### src/hw/rtl/snd_pkg.sv
`default_nettype none

package snd_pkg;

    localparam int OPERAND_W     = 16;
    localparam int QUOT_W        = 17;
    localparam int MAX_WIDTH_DEF = 16;

    // width_select codes
    localparam logic [1:0] WSEL_4   = 2'd0;
    localparam logic [1:0] WSEL_8   = 2'd1;
    localparam logic [1:0] WSEL_16  = 2'd2;
    localparam logic [1:0] WSEL_MAX = 2'd3;

    typedef struct packed {
        logic [OPERAND_W-1:0] dividend_bits;
        logic [OPERAND_W-1:0] divisor_bits;
    } snd_in_t;

    typedef struct packed {
        logic signed [QUOT_W-1:0] quotient;
        logic                     divide_by_zero;
    } snd_out_t;

    typedef struct packed {
        logic negate;
        logic div_zero;
    } snd_flags_t;

endpackage

`default_nettype wire

### src/hw/rtl/signed_nonrestoring_divider_unit.sv
// Signed divider, pipelined, one quotient bit per stage.
// Input channel s_valid/s_ready/s_data carries a word with dividend_bits and
// divisor_bits; the low width bits of each are two's complement operands.
// Output channel m_valid/m_ready/m_data returns the quotient truncated toward
// zero (17 bits, not wrapped) and a divide_by_zero flag (quotient then 0).
// cfg_valid/cfg_data writes width_select (0: 4, 1: 8, 2: 16 bits, 3: MAX_WIDTH);
// cfg_ready is always high. Write it only while the pipeline is empty.
// Stages: an operand stage, one non-restoring iteration per quotient bit, and
// a sign-fix output register. Throughput is one word per cycle while m_ready
// is high; every stage holds one word.
// Each stage has its own valid bit and a ready term that looks only at the
// next stage, so a stalled receiver freezes only the full tail of the pipe;
// empty stages ahead still fill and the input keeps accepting until the
// pipe is full. Nothing is dropped or repeated under stall.
// Reset clears all valid bits and sets width_select to 16 bits.
`default_nettype none

module signed_nonrestoring_divider_unit #(
    parameter int MAX_WIDTH = snd_pkg::MAX_WIDTH_DEF
) (
    input  wire logic              aclk,
    input  wire logic              aresetn,
    input  wire logic              s_valid,
    output logic                   s_ready,
    input  wire snd_pkg::snd_in_t  s_data,
    output logic                   m_valid,
    input  wire logic              m_ready,
    output snd_pkg::snd_out_t      m_data,
    input  wire logic              cfg_valid,
    output logic                   cfg_ready,
    input  wire logic [1:0]        cfg_data
);
    import snd_pkg::*;

    localparam int N  = MAX_WIDTH;
    localparam int WW = $clog2(N + 1);
    localparam int W8  = (8 > N) ? N : 8;
    localparam int W16 = (16 > N) ? N : 16;

    logic [1:0]    width_select_reg;
    logic [WW-1:0] op_w;
    logic [N-1:0]  mask;
    logic [N-1:0]  sign_mask;
    logic [N-1:0]  a_low;
    logic [N-1:0]  b_low;
    logic          sa;
    logic          sb;
    logic [N-1:0]  mag_a;
    logic [N-1:0]  mag_b;

    // stage index k holds the word after k iterations
    logic          v_s     [0:N];
    logic          rdy_s   [0:N];
    logic [N+1:0]  rem_s   [0:N];
    logic [N-1:0]  aq_s    [0:N];
    logic [N-1:0]  div_s   [0:N];
    snd_flags_t    flags_s [0:N];

    logic          in_valid_reg;
    logic [N-1:0]  in_a_reg;
    logic [N-1:0]  in_b_reg;
    snd_flags_t    in_flags_reg;

    logic          out_valid_reg;
    snd_out_t      out_reg;
    snd_out_t      out_next;
    logic [QUOT_W-1:0] q_mag;
    logic          out_ready;

    assign cfg_ready = 1'b1;

    always_ff @(posedge aclk) begin
        if (!aresetn) begin
            width_select_reg <= WSEL_16;
        end else if (cfg_valid) begin
            width_select_reg <= cfg_data;
        end
    end

    always_comb begin
        unique case (width_select_reg)
            WSEL_4:   op_w = WW'(4);
            WSEL_8:   op_w = WW'(W8);
            WSEL_16:  op_w = WW'(W16);
            WSEL_MAX: op_w = WW'(N);
            default:  op_w = WW'(N);
        endcase
        mask      = ~({N{1'b1}} << op_w);
        sign_mask = mask ^ (mask >> 1);
        a_low     = s_data.dividend_bits[N-1:0] & mask;
        b_low     = s_data.divisor_bits[N-1:0] & mask;
        sa        = |(a_low & sign_mask);
        sb        = |(b_low & sign_mask);
        // most negative value maps to 2^(w-1) under the mask
        mag_a     = sa ? ((~a_low + 1'b1) & mask) : a_low;
        mag_b     = sb ? ((~b_low + 1'b1) & mask) : b_low;
    end

    // operand stage
    assign s_ready = !in_valid_reg || rdy_s[0];

    always_ff @(posedge aclk) begin
        if (!aresetn) begin
            in_valid_reg <= 1'b0;
        end else if (s_ready) begin
            in_valid_reg <= s_valid;
        end
    end

    always_ff @(posedge aclk) begin
        if (s_ready && s_valid) begin
            in_a_reg              <= mag_a;
            in_b_reg              <= mag_b;
            in_flags_reg.negate   <= sa ^ sb;
            in_flags_reg.div_zero <= (b_low == '0);
        end
    end

    assign v_s[0]     = in_valid_reg;
    assign rem_s[0]   = '0;
    assign aq_s[0]    = in_a_reg;
    assign div_s[0]   = in_b_reg;
    assign flags_s[0] = in_flags_reg;

    for (genvar k = 1; k <= N; k++) begin : g_iter
        snd_step #(
            .N(N)
        ) u_step (
            .aclk     (aclk),
            .aresetn  (aresetn),
            .up_valid (v_s[k-1]),
            .up_ready (rdy_s[k-1]),
            .up_rem   (rem_s[k-1]),
            .up_aq    (aq_s[k-1]),
            .up_div   (div_s[k-1]),
            .up_flags (flags_s[k-1]),
            .dn_valid (v_s[k]),
            .dn_ready (rdy_s[k]),
            .dn_rem   (rem_s[k]),
            .dn_aq    (aq_s[k]),
            .dn_div   (div_s[k]),
            .dn_flags (flags_s[k])
        );
    end

    // sign fix and output register; the remainder after the last step is unused
    assign out_ready = !out_valid_reg || m_ready;
    assign rdy_s[N]  = out_ready;

    always_comb begin
        q_mag = {{(QUOT_W-N){1'b0}}, aq_s[N]};
        out_next.divide_by_zero = flags_s[N].div_zero;
        priority if (flags_s[N].div_zero) begin
            out_next.quotient = '0;
        end else if (flags_s[N].negate) begin
            out_next.quotient = $signed(~q_mag + 1'b1);
        end else begin
            out_next.quotient = $signed(q_mag);
        end
    end

    always_ff @(posedge aclk) begin
        if (!aresetn) begin
            out_valid_reg <= 1'b0;
        end else if (out_ready) begin
            out_valid_reg <= v_s[N];
        end
    end

    always_ff @(posedge aclk) begin
        if (out_ready && v_s[N]) begin
            out_reg <= out_next;
        end
    end

    assign m_valid = out_valid_reg;
    assign m_data  = out_reg;

endmodule

`default_nettype wire

### src/hw/rtl/snd_step.sv
`default_nettype none

module snd_step #(
    parameter int N = snd_pkg::MAX_WIDTH_DEF
) (
    input  wire logic                aclk,
    input  wire logic                aresetn,
    input  wire logic                up_valid,
    output logic                     up_ready,
    input  wire logic [N+1:0]        up_rem,
    input  wire logic [N-1:0]        up_aq,
    input  wire logic [N-1:0]        up_div,
    input  wire snd_pkg::snd_flags_t up_flags,
    output logic                     dn_valid,
    input  wire logic                dn_ready,
    output logic [N+1:0]             dn_rem,
    output logic [N-1:0]             dn_aq,
    output logic [N-1:0]             dn_div,
    output snd_pkg::snd_flags_t      dn_flags
);
    import snd_pkg::*;

    logic             valid_reg;
    logic [N+1:0]     rem_reg;
    logic [N-1:0]     aq_reg;
    logic [N-1:0]     div_reg;
    snd_flags_t       flags_reg;
    logic [N+1:0]     rem_shift;
    logic [N+1:0]     div_ext;
    logic [N+1:0]     rem_next;
    logic [N-1:0]     aq_next;

    // one non-restoring step: add the divisor back on a negative remainder, else subtract it
    always_comb begin
        rem_shift = {up_rem[N:0], up_aq[N-1]};
        div_ext   = {2'b00, up_div};
        if (up_rem[N+1]) begin
            rem_next = rem_shift + div_ext;
        end else begin
            rem_next = rem_shift - div_ext;
        end
        aq_next = {up_aq[N-2:0], ~rem_next[N+1]};
    end

    assign up_ready = !valid_reg || dn_ready;

    always_ff @(posedge aclk) begin
        if (!aresetn) begin
            valid_reg <= 1'b0;
        end else if (up_ready) begin
            valid_reg <= up_valid;
        end
    end

    always_ff @(posedge aclk) begin
        if (up_ready && up_valid) begin
            rem_reg   <= rem_next;
            aq_reg    <= aq_next;
            div_reg   <= up_div;
            flags_reg <= up_flags;
        end
    end

    assign dn_valid = valid_reg;
    assign dn_rem   = rem_reg;
    assign dn_aq    = aq_reg;
    assign dn_div   = div_reg;
    assign dn_flags = flags_reg;

endmodule

`default_nettype wire
### config.mk
export PLATFORM = sky130hd
export DESIGN_NAME = signed_nonrestoring_divider_unit
export DESIGN_NICKNAME = d
export VERILOG_FILES = /design/src/hw/rtl/snd_pkg.sv /design/src/hw/rtl/signed_nonrestoring_divider_unit.sv /design/src/hw/rtl/snd_step.sv
export SDC_FILE = /design/constraint.sdc
export NUM_CORES = 1
export LEC_CHECK = 0
export ABC_AREA = 0
export BUFFER_PORTS_ARGS = -buffer_cell sky130_fd_sc_hd__buf_2
export CAP_MARGIN = 40
export CORE_MARGIN = 2
export CORE_UTILIZATION = 35
export CTS_CLUSTER_DIAMETER = 150
export CTS_CLUSTER_SIZE = 20
export DETAILED_ROUTE_END_ITERATION = 7
export PLACE_DENSITY_LB_ADDON = 0.12
export SLEW_MARGIN = 0
export SYNTH_ARGS = -nofsm -noshare
export SYNTH_HDL_FRONTEND = slang
export SYNTH_SLANG_ARGS = --single-unit
export TNS_END_PERCENT = 30
### constraint.sdc
create_clock -name aclk -period 6.7 [get_ports aclk]
set_input_delay 0.67 -clock aclk [delete_from_list [all_inputs] [get_ports aclk]]
set_output_delay 0.67 -clock aclk [all_outputs]
set_load 0.05 [all_outputs]
==> results of run 1 <==
==> per-layer routing <==
layer	up-vias	part of all wire	track usage
met5	-	0	0
met4	0	0.020	0.03318
met3	91	0.025	0.01772
met2	217	0.52	0.2633
met1	12518	0.43	0.1722
li1	13257	-	-
==> how the worst min path moves through the flow <==
stage	from	end	slack [ns]	depth (start not counted)
after detailed placement	g_iter[10].u_step.dn_aq[10]	g_iter[11].u_step.dn_aq[11]	0.40	0
after floorplan	g_iter[9].u_step.dn_aq[9]	g_iter[10].u_step.dn_aq[10]	0.40	0
after global placement	g_iter[4].u_step.dn_aq[3]	g_iter[5].u_step.dn_aq[4]	0.40	0
final	cfg_data[1]	width_select_reg[1]	0.23	3
after CTS	cfg_data[1]	width_select_reg[1]	0.17	3
after global routing	cfg_data[1]	width_select_reg[1]	0.19	3
==> Yosys cell counts (12+ instances only) <==
| master | count | area (um^2) |
|---|---|---|
| sky130_fd_sc_hd__edfxtp_1 | 849 | 25490 |
| sky130_fd_sc_hd__a21oi_1 | 300 | 1501 |
| sky130_fd_sc_hd__nor2_1 | 287 | 1077 |
| sky130_fd_sc_hd__ha_1 | 274 | 3428 |
| sky130_fd_sc_hd__xnor2_1 | 247 | 2163 |
| sky130_fd_sc_hd__xor2_1 | 247 | 2163 |
| sky130_fd_sc_hd__o21ai_0 | 151 | 755.7 |
| sky130_fd_sc_hd__inv_1 | 145 | 544.3 |
| sky130_fd_sc_hd__nor3_1 | 132 | 660.6 |
| sky130_fd_sc_hd__nand2_1 | 77 | 289.0 |
| sky130_fd_sc_hd__a31oi_1 | 62 | 387.9 |
| sky130_fd_sc_hd__o21bai_1 | 59 | 442.9 |
| sky130_fd_sc_hd__nor4_1 | 55 | 344.1 |
| sky130_fd_sc_hd__a21o_1 | 48 | 360.4 |
| sky130_fd_sc_hd__clkbuf_1 | 44 | 165.2 |
| sky130_fd_sc_hd__nor2b_1 | 42 | 262.8 |
| sky130_fd_sc_hd__nand3_1 | 40 | 200.2 |
| sky130_fd_sc_hd__nand2b_1 | 37 | 231.5 |
| sky130_fd_sc_hd__o21a_1 | 35 | 262.8 |
| sky130_fd_sc_hd__and2_1 | 34 | 212.7 |
| sky130_fd_sc_hd__o31ai_1 | 33 | 247.7 |
| sky130_fd_sc_hd__a211oi_1 | 32 | 240.2 |
| sky130_fd_sc_hd__dfxtp_1 | 20 | 400.4 |
| sky130_fd_sc_hd__or3_1 | 19 | 118.9 |
| sky130_fd_sc_hd__a21boi_0 | 17 | 127.6 |
| sky130_fd_sc_hd__and3_1 | 16 | 100.1 |
| sky130_fd_sc_hd__mux2_2 | 15 | 168.9 |
| sky130_fd_sc_hd__fa_1 | 14 | 280.3 |
| sky130_fd_sc_hd__or4_1 | 12 | 90.09 |
==> worst reg2reg max path: stages (launching register included) <==
cell,delay (ns)
sky130_fd_sc_hd__edfxtp_1,0.44
sky130_fd_sc_hd__inv_1,0.08
sky130_fd_sc_hd__ha_1,0.18
sky130_fd_sc_hd__nand2b_1,0.14
sky130_fd_sc_hd__nor3_1,0.41
sky130_fd_sc_hd__nand2_1,0.13
sky130_fd_sc_hd__nor4_1,0.22
sky130_fd_sc_hd__nor2_1,0.08
sky130_fd_sc_hd__xor2_1,0.17
sky130_fd_sc_hd__ha_1,0.34
sky130_fd_sc_hd__and4_1,0.22
sky130_fd_sc_hd__a221o_1,0.29
sky130_fd_sc_hd__a31oi_1,0.44
sky130_fd_sc_hd__o31ai_1,0.15
sky130_fd_sc_hd__a21o_1,0.24
sky130_fd_sc_hd__xor2_1,0.17
==> power groups by stage <==
| stage | sequential (uW) | clock, uW | combinational, uW |
|---|---|---|---|
| 6_report | 6030 | 3140 | 406 |
| 5_1_grt | 6040 | 3480 | 460 |
| 4_1_cts | 6040 | 3310 | 411 |
| 3_5_place_dp | 6160 | 0 | 408 |
| 3_3_place_gp | 6160 | 0 | 408 |
| 2_1_floorplan | 6140 | 0 | 309 |
==> cell usage in the layout (no fill, tap or decap), types with 35 or more instances in the layout <==
cell type / instances
sky130_fd_sc_hd__a21o_1: 48
sky130_fd_sc_hd__a21oi_1: 299
sky130_fd_sc_hd__a31oi_1: 62
sky130_fd_sc_hd__buf_2: 59
sky130_fd_sc_hd__clkbuf_16: 50
sky130_fd_sc_hd__edfxtp_1: 849
sky130_fd_sc_hd__ha_1: 274
sky130_fd_sc_hd__inv_1: 145
sky130_fd_sc_hd__nand2_1: 77
sky130_fd_sc_hd__nand2b_1: 37
sky130_fd_sc_hd__nand3_1: 40
sky130_fd_sc_hd__nor2_1: 286
sky130_fd_sc_hd__nor2b_1: 35
sky130_fd_sc_hd__nor3_1: 132
sky130_fd_sc_hd__nor4_1: 55
sky130_fd_sc_hd__o21a_1: 35
sky130_fd_sc_hd__o21ai_0: 151
sky130_fd_sc_hd__o21bai_1: 59
sky130_fd_sc_hd__xnor2_1: 247
sky130_fd_sc_hd__xor2_1: 247
==> logic make-up (layout without fill, tap and decap cells) <==
| kind of cell | after synthesis | in the layout | share of synthesized area |
|---|---|---|---|
| XOR/XNOR | 494 | 494 | 0.09818 |
| AO/OA/AOI/OAI | 820 | 820 | 0.1149 |
| multiplexers | 22 | 22 | 0.005423 |
| other | 1 | 3 | 0.00008509 |
| flip-flops | 869 | 869 | 0.5876 |
| buffers and inverters | 190 | 301 | 0.01627 |
| AND/OR/NAND/NOR | 812 | 812 | 0.09335 |
| adder cells (fa/ha/maj) | 288 | 288 | 0.08415 |
==> metrics by stage <==
| stage | util | std cells | setup slack, ns | hold slack [ns] | instance area, um^2 |
|---|---|---|---|---|---|
| 3_3_place_gp | 0.3715 | 5178 | 2.717 | 0.4009 | 46530 |
| 6_report | 0.3828 | 5259 | 2.739 | 0.2323 | 47940 |
| 2_1_floorplan | - | 3496 | 1.076 | 0.4003 | 44070 |
| 3_5_place_dp | 0.3717 | 5180 | 2.769 | 0.4045 | 46550 |
| 5_1_grt | 0.3827 | 5257 | 2.471 | 0.1916 | 47940 |
| 4_1_cts | 0.3827 | 5256 | 2.724 | 0.1666 | 47930 |
==> area by class of cell <==
class                           instances  share of cell area
Timing Repair Buffer                   80            0.009604
Clock buffer                           72             0.02782
Sequential cell                       869              0.5401
Inverter                              145             0.01135
Antenna cell                            2           0.0001044
Clock inverter                          4            0.001044
Tap cell                             1650             0.04306
Multi-Input combinational cell       2437              0.3669
==> results.txt, run 1 <==
----------------------------------------------------
[Outcome]
  Status ... complete, no violations

[Run]
  Max Cap Viol ... 0

[Power]
  Part of the power in registers ... 0.630
  Post-route total power ... about 9600 uW
  Worst VDD drop ... approximately 170 uV
  Power per cell area ... about 200 nW/um^2
  Switching component of the power ... a little over 2000 uW
  Internal ... between 7000 and 8000 uW
  Switching Share ... 0.2119
  Clock network fraction of total power ... 0.328
  Power share of the combinational group ... 0.042
  Leak Pwr ... approximately 0.017 uW

[Placed design]
  Weighted congestion reported at the end of routability-driven placement ... ~0.78
  Number of buffers added on ports ... 58
  Detailed placement HPWL ... 68.24 mm

[STA]
  Post-Route Skew ... between 0.015 and 0.02 ns
  Max frequency ... 252.4 MHz
  Final Hold Violating Endpoints ... 0
  Final-layout setup total negative slack ... 0 ns
  Time the final worst path needs with I/O delays and setup ... approximately 4.0 ns
  Transition time at the pin with the least slew margin ... between 0.9 and 1 ns
  RSZ-0062 raised after global routing ... no
  Worst max-slew margin expressed relative to the limit ... 0.3748
  Tcrit/Tclk final ... 0.5913
  Final max-slew violation count ... 0
  Count of final setup violators ... 0

[Critical path]
  Length in cells of the worst reg-to-reg path ... 15
  Data required time at the worst endpoint ... between 7 and 8 ns
  Critical path's top delay family ... simple AND/OR/NAND/NOR gates
  Reg-to-reg setup timing slack ... around 2.7 ns
  Buffer and inverter count on the worst path ... 1
  Critical path peak fanout ... 4
  Slowest cell on crit path ... sky130_fd_sc_hd__edfxtp_1
  Startpoint type of the worst setup path ... flop
  Sort of element at the end of the critical path ... flop
  Reg2Reg Launch Point ... g_iter[5].u_step.dn_div[0]
  Worst stage delay on the critical path ... approximately 0.44 ns
  Category of the critical setup timing path ... flop to flop
  CP cell instances ... inv_1, ha_1, nand2b_1, nor3_1, nand2_1, nor4_1, nor2_1, xor2_1, ha_1, and4_1, a221o_1, a31oi_1, o31ai_1, a21o_1, xor2_1
  Data arrival time of the worst path ... about 4.4 ns
  Count of cell instances traversed by the critical path ... 15
  Critical path destination ... g_iter[6].u_step.dn_rem[17]
  Source of the critical timing path ... g_iter[5].u_step.dn_div[0]
  Critical register-to-register path endpoint ... g_iter[6].u_step.dn_rem[17]

[Logic synthesis]
  Cell area after technology mapping ... about 44000 um^2
  Post-synth net total ... between 3000 and 4000
  Share of synthesized flip-flops with an asynchronous set or reset ... 0
  Mean area per synthesized cell ... 12.61 um^2
  Most used flip-flop cell after synthesis ... sky130_fd_sc_hd__edfxtp_1
  Number of synthesized flops with an enable pin ... ~850
  Number of synthesized register bits ... between 800 and 900
  Portion of the post-synthesis area used by sequential elements ... 0.5876
  Synthesized instance count ... 3496
  Number of different library cells in the post-synthesis netlist ... around 70
  Yosys warns ... 0

[Clock network]
  Clock transition at the registers of the reported paths ... ~0.09 ns
  CTS buffer count ... between 40 and 50
  Clock sink total ... between 800 and 900
  CTS H-Tree Depth ... 2
  Source-to-sink clock delay at the later pin of the worst-skew pair ... roughly 0.66 ns
  Root buf cell ... sky130_fd_sc_hd__clkbuf_16
  CTS tree ... yes
  Count of instances resized after the clock tree is built ... 0
  CTS Hold Bufs ... 0
  Maximum buffer depth of the clock tree ... 3
  Post-CTS Repair Setup Buffers ... 0

[Floorplanning]
  Top Ports ... 60
  Die span in x ... about 360 um
  Num rows ... 130
  Die boundary height ... ~360 um
  Area enclosed by the die boundary ... between 100000 and 150000 um^2
  Starting density of the core ... 0.3519
  Total core area ... around 130000 um^2

[Finish]
  Sequential cell area ... ~26000 um^2
  Fillcell total ... between 10000 and 15000
  NumNets Final ... about 4000
  Area Overhead vs Synth ... 8.790%
  Area of the multi-input gates ... around 18000 um^2
  Largest register FFs ... 269
  Fraction of layout instances using a drive strength above 1 ... 0.05240

[Detailed routing]
  Via-to-Cell Ratio ... 4.960
  Overall routed net length ... approximately 90 mm
  Total number of vias ... about 26000
  First-pass DRT Iterations ... 5
  Remaining DRCs ... 0
  Number of design-rule violations left by the first detailed-router iteration ... roughly 1300
  Number of antenna-violating nets in the routed design ... 0
  Average routed wire per standard cell ... approximately 17 um

[Global route]
  Global Route Usage Sum ... 0.1413
  Pin count of the biggest net entering global routing ... 53
  Via count of the first global-routing pass ... 26329
  Wire length of the first global-routing pass ... about 150 mm
  Antenna violations before repair ... 3
  Overflow after GRT ... 0

[Min path]
  Type of the most critical hold path ... input pin to flop

----------------------------------------------------
No activity file was read; power rests on OpenSTA's default activity.
==> inputs of run 2 (changes only) <==
==> constraint.sdc (replaced) <==
create_clock -name aclk -period 3.2 [get_ports aclk]
set_input_delay 0.32 -clock aclk [delete_from_list [all_inputs] [get_ports aclk]]
set_output_delay 0.32 -clock aclk [all_outputs]
set_load 0.05 [all_outputs]
==> results.txt, run 2 (synthesis gave the netlist of run 1 again) <==
----------------------------------------------------
[Critical path]
  Category of the critical setup timing path ... flop to flop
  Critical path peak fanout ... 3
  Data required time at the worst endpoint ... 3.59 ns
  Startpoint type of the worst setup path ... flop
  Sort of element at the end of the critical path ... flop
  Data arrival time of the worst path ... roughly 3.6 ns

[STA]
  Post-Route Skew ... a little under 0.03 ns
  Time the final worst path needs with I/O delays and setup ... between 3 and 4 ns
  Worst max-slew margin expressed relative to the limit ... 0.5004
  Count of final setup violators ... 3
  RSZ-0062 raised after global routing ... yes
  Transition time at the pin with the least slew margin ... 0.7494 ns
  Worst Hold Slack ... 0.06454 ns
  Final max-slew violation count ... 0
  Fin worst setup slack ... -0.02017 ns
  Max frequency ... approximately 310 MHz
  Final Hold Violating Endpoints ... 0
  Tcrit/Tclk final ... 1.006

[Floorplanning]
  Die span in x ... 358.8 um
  Top Ports ... 60
  Area enclosed by the die boundary ... about 130000 um^2
  Die boundary height ... roughly 360 um
  Num rows ... 130
  Starting density of the core ... 0.3519
  Total core area ... approximately 130000 um^2

[Power]
  Leak Pwr ... 0.01949 uW
  Worst VDD drop ... roughly 400 uV
  Power per cell area ... 382.8 nW/um^2

[Min path]
  Type of the most critical hold path ... input pin to flop

[Global route]
  Overflow after GRT ... 0
  Via count of the first global-routing pass ... 28224
  Pin count of the biggest net entering global routing ... 53
  Wire length of the first global-routing pass ... approximately 150 mm
  Antenna violations before repair ... 3
  Global Route Usage Sum ... 0.1476

[Clock network]
  Maximum buffer depth of the clock tree ... 3
  Source-to-sink clock delay at the later pin of the worst-skew pair ... approximately 0.67 ns
  CTS H-Tree Depth ... 2
  Clock transition at the registers of the reported paths ... around 0.090 ns
  Clock sink total ... just under 900
  CTS buffer count ... between 40 and 50
  CTS tree ... yes
  Root buf cell ... sky130_fd_sc_hd__clkbuf_16

[Detailed routing]
  Number of design-rule violations left by the first detailed-router iteration ... 1499
  Remaining DRCs ... 0
  Number of antenna-violating nets in the routed design ... 0
  Via-to-Cell Ratio ... about 4.9
  First-pass DRT Iterations ... 5
  Total number of vias ... about 28000
  Overall routed net length ... about 97 mm
  Average routed wire per standard cell ... about 17 um

[Finish]
  NumNets Final ... between 4000 and 5000
  Largest register FFs ... 269
  Area Overhead vs Synth ... 20.99%
  Final Util ... 0.4257
  Most common library cell in the layout ignoring fill and taps ... sky130_fd_sc_hd__edfxtp_1
  Fillcell total ... approximately 12000
  Highest-count cells in the layout ignoring fill and taps ... sky130_fd_sc_hd__edfxtp_1, sky130_fd_sc_hd__buf_4, sky130_fd_sc_hd__nor2_1
  Number of standard cells in the final layout excluding fillers ... 5805
  Fraction of layout instances using a drive strength above 1 ... 0.2156
  Post-route cell area ... 53320 um^2
  Count of inserted antenna diode cells ... 0

[Placed design]
  Area after DPL ... just over 50000 um^2
  Number of buffers added on ports ... 58
  Post-placement cell count ... between 5000 and 6000
  Weighted congestion reported at the end of routability-driven placement ... 0.8060
  Detailed placement HPWL ... 73.39 mm
  Worst Setup Slack post-DPL ... -0.3050 ns

[Outcome]
  Violated checks ... setup timing
  Status ... finished, violations left

[Run]
  Max Cap Viol ... 0

----------------------------------------------------
-- run 2: metal layers --
layer | vias to the layer above | GRT usage | part of all wire | wire (um)
li1 | 14357 | - | - | -
met1 | 13547 | 0.1866 | 0.45 | 43110
met2 | 238 | 0.2707 | 0.52 | 49730
met3 | 85 | 0.01707 | 0.021 | 2038
met4 | 0 | 0.02937 | 0.017 | 1670
met5 | - | 0 | 0 | 0
-- run 2: worst paths after layout --
path	from	end	slack, ns	cells after the start
hold / removal	s_data[23]	in_a_reg[7]	0.06	3
hold reg to reg	g_iter[8].u_step.dn_aq[4]	g_iter[9].u_step.dn_aq[5]	0.40	0
setup / recovery	g_iter[5].u_step.dn_div[1]	g_iter[6].u_step.dn_rem[17]	-0.02	11
setup reg to reg	g_iter[5].u_step.dn_div[1]	g_iter[6].u_step.dn_rem[17]	-0.02	11
-- run 2: final cells by class --
class	instances	area (um^2)	share of cell area
Multi-Input combinational cell	2437	18670	0.3501
Tap cell	1650	2064	0.03872
Timing Repair Buffer	626	4705	0.08824
Clock buffer	73	1338	0.02509
Clock inverter	5	103.9	0.001948
Inverter	145	544.3	0.01021
Sequential cell	869	25890	0.4857
-- run 2: worst max-delay path, cell delays in order (launching register included) --
cell and delay [ns]:
sky130_fd_sc_hd__edfxtp_1 0.41, sky130_fd_sc_hd__or3_4 0.42, sky130_fd_sc_hd__nor4b_4 0.35, sky130_fd_sc_hd__a21oi_2 0.10, sky130_fd_sc_hd__xor2_1 0.15, sky130_fd_sc_hd__ha_1 0.31
sky130_fd_sc_hd__o21a_1 0.18, sky130_fd_sc_hd__a221o_1 0.38, sky130_fd_sc_hd__a31oi_4 0.20, sky130_fd_sc_hd__o31ai_2 0.09, sky130_fd_sc_hd__a21o_1 0.22, sky130_fd_sc_hd__xor2_1 0.16
-- run 2: through the flow --
stage	TNS, ns	power [uW]
CTS	-0.3219	20750
detailed placement	-4.666	13870
global route	-4.420	21270
finish	-0.05021	20410
floorplan	-279.50	13500
global placement	-3.772	13860
-- run 2: power breakdown --
group          switching, uW  internal (uW)  leakage (uW)
sequential              85.7          12500       0.00787
clock                   3730           3010      0.000689
combinational            553            502        0.0109
total                   4360          16000        0.0195
-- run 2: timing repair --
action / CTS / global route
pin swaps: 24 / 87
hold buffers: 18 / 0
setup buffers: 11 / 30
endpoints found under the setup margin: 55 / 101
gates resized for setup: 65 / 181
cloned: 0 / 0
hold endpoints to repair: 15 / 0
==> inputs of run 3 (changes only) <==
--- a/config.mk
+++ b/config.mk
@@ -14,6 +14,7 @@
 export CTS_CLUSTER_SIZE = 20
 export DETAILED_ROUTE_END_ITERATION = 7
 export PLACE_DENSITY_LB_ADDON = 0.12
+export SETUP_SLACK_MARGIN = 0.02
 export SLEW_MARGIN = 0
 export SYNTH_ARGS = -nofsm -noshare
 export SYNTH_HDL_FRONTEND = slang
==> results.txt, run 3 (synthesis gave the netlist of run 1 again) <==
----------------------------------------------------
[STA]
  Worst Hold Slack ... between 0.06 and 0.07 ns
  RSZ-0062 raised after global routing ... yes
  Tcrit/Tclk final ... 1.007
  Fin worst setup slack ... -0.02148 ns
  Final max-slew violation count ... 0
  Final Hold Violating Endpoints ... 0
  Time the final worst path needs with I/O delays and setup ... roughly 3.2 ns
  Post-Route Skew ... ~0.028 ns
  Transition time at the pin with the least slew margin ... 0.7557 ns
  Max frequency ... 310.4 MHz
  Worst max-slew margin expressed relative to the limit ... 0.4962
  Count of final setup violators ... 4

[Finish]
  Largest register FFs ... roughly 270
  NumNets Final ... 4455
  Most common library cell in the layout ignoring fill and taps ... sky130_fd_sc_hd__edfxtp_1
  Area Overhead vs Synth ... 20.96%
  Number of standard cells in the final layout excluding fillers ... between 5000 and 6000
  Fraction of layout instances using a drive strength above 1 ... 0.2156
  Count of inserted antenna diode cells ... 0
  Highest-count cells in the layout ignoring fill and taps ... sky130_fd_sc_hd__edfxtp_1, sky130_fd_sc_hd__buf_4, sky130_fd_sc_hd__nor2_1

[Detailed routing]
  Remaining DRCs ... 0
  First-pass DRT Iterations ... 5
  Total number of vias ... between 20000 and 30000
  Average routed wire per standard cell ... 16.62 um
  Number of antenna-violating nets in the routed design ... 0
  Via-to-Cell Ratio ... 4.856
  Number of design-rule violations left by the first detailed-router iteration ... approximately 1500
  Overall routed net length ... between 90 and 100 mm

[Global route]
  Wire length of the first global-routing pass ... 154.2 mm
  Global routing met1 resource utilization ... 0.1869
  Overflow after GRT ... 0
  Pin count of the biggest net entering global routing ... 53
  Met3 track demand over resource ... 0.01707
  Antenna violations before repair ... 3
  Most used routing layer ... met2
  Global Route Usage Sum ... 0.1478
  Via count of the first global-routing pass ... roughly 28000
  Met2 layer usage reported by global route ... 0.2712

[Critical path]
  Sort of element at the end of the critical path ... flop
  Data arrival time of the worst path ... ~3.6 ns
  Category of the critical setup timing path ... flop to flop
  Critical path peak fanout ... 3
  Startpoint type of the worst setup path ... flop
  Data required time at the worst endpoint ... ~3.6 ns

[Clock network]
  Maximum buffer depth of the clock tree ... 3
  CTS buffer count ... ~50
  CTS H-Tree Depth ... 2
  Clock sink total ... between 800 and 900
  CTS tree ... yes
  Clock transition at the registers of the reported paths ... ~0.090 ns
  Source-to-sink clock delay at the later pin of the worst-skew pair ... approximately 0.67 ns
  Root buf cell ... sky130_fd_sc_hd__clkbuf_16

[Floorplanning]
  Starting density of the core ... 0.3519
  Die boundary height ... 358.8 um
  Die span in x ... about 360 um
  Total core area ... around 130000 um^2
  Num rows ... 130
  Top Ports ... 60
  Area enclosed by the die boundary ... 128800 um^2

[Outcome]
  Status ... finished, violations left
  Violated checks ... setup timing

[Run]
  Max Cap Viol ... 0

[Placed design]
  Weighted congestion reported at the end of routability-driven placement ... 0.8060
  Post-placement cell count ... 5673
  Number of buffers added on ports ... between 50 and 60
  Detailed placement HPWL ... 73.39 mm

[Power]
  Power per cell area ... 382.9 nW/um^2
  Worst VDD drop ... between 300 and 400 uV
  Leak Pwr ... between 0.015 and 0.02 uW

[Min path]
  Type of the most critical hold path ... input pin to flop

----------------------------------------------------
run 3: what timing repair did:
action                                  4_1_cts  5_1_grt
gates resized for setup                      81      167
buffers inserted                             11       27
endpoints found under the hold margin        15        0
pin swaps                                    28       89
endpoints found under the setup margin       58      102
hold buffers                                 18        0
run 3: critical path, cell delays in order, from the launching register on:
cell and delay [ns]:
sky130_fd_sc_hd__edfxtp_1 0.41, sky130_fd_sc_hd__or3_4 0.42, sky130_fd_sc_hd__nor4b_4 0.35, sky130_fd_sc_hd__a21oi_2 0.10, sky130_fd_sc_hd__xor2_1 0.15, sky130_fd_sc_hd__ha_1 0.31
sky130_fd_sc_hd__o21a_1 0.18, sky130_fd_sc_hd__a221o_1 0.38, sky130_fd_sc_hd__a31oi_4 0.20, sky130_fd_sc_hd__o31ai_2 0.09, sky130_fd_sc_hd__a21o_1 0.22, sky130_fd_sc_hd__xor2_1 0.16
run 3: final timing paths:
kind / startpoint / to / slack (ns) / cells after the start
hold reg to reg: g_iter[8].u_step.dn_aq[4] / g_iter[9].u_step.dn_aq[5] / 0.40 / 0
setup / recovery: g_iter[5].u_step.dn_div[1] / g_iter[6].u_step.dn_rem[17] / -0.02 / 11
setup reg to reg: g_iter[5].u_step.dn_div[1] / g_iter[6].u_step.dn_rem[17] / -0.02 / 11
hold / removal: s_data[23] / in_a_reg[7] / 0.06 / 3
run 3: layout make-up:
type	count	area, um^2
Timing Repair Buffer	626	4720
Clock inverter	5	103.9
Tap cell	1650	2064
Sequential cell	869	25890
Multi-Input combinational cell	2437	18640
Fill cell	11761	71940
Inverter	145	544.3
Clock buffer	73	1338
run 3: where the power goes:
part	switching, uW	total [uW]	internal, uW
registers	85.6	12600	12500
logic	556	1060	504
clock network	3720	6730	3010
run 3: per-layer routing:
metal	share of wire	wire [um]	up-vias
li1	-	-	14360
met1	0.45	43100	13514
met2	0.52	49720	228
met3	0.021	1993	85
met4	0.017	1670	0
met5	0	0	-
run 3: stage by stage:
step	total power (uW)	worst slack [ns]	util	TNS, ns	area, um^2
finish	20410	-0.02148	0.4256	-0.05759	53310
detailed placement	13870	-0.3050	0.4018	-4.666	50320
global placement	13860	-0.2935	0.4017	-3.772	50310
floorplan	13500	-0.7748	-	-279.50	44080
global route	21270	-0.2057	0.4256	-5.015	53310
CTS	20750	-0.07577	0.4185	-0.3219	52410
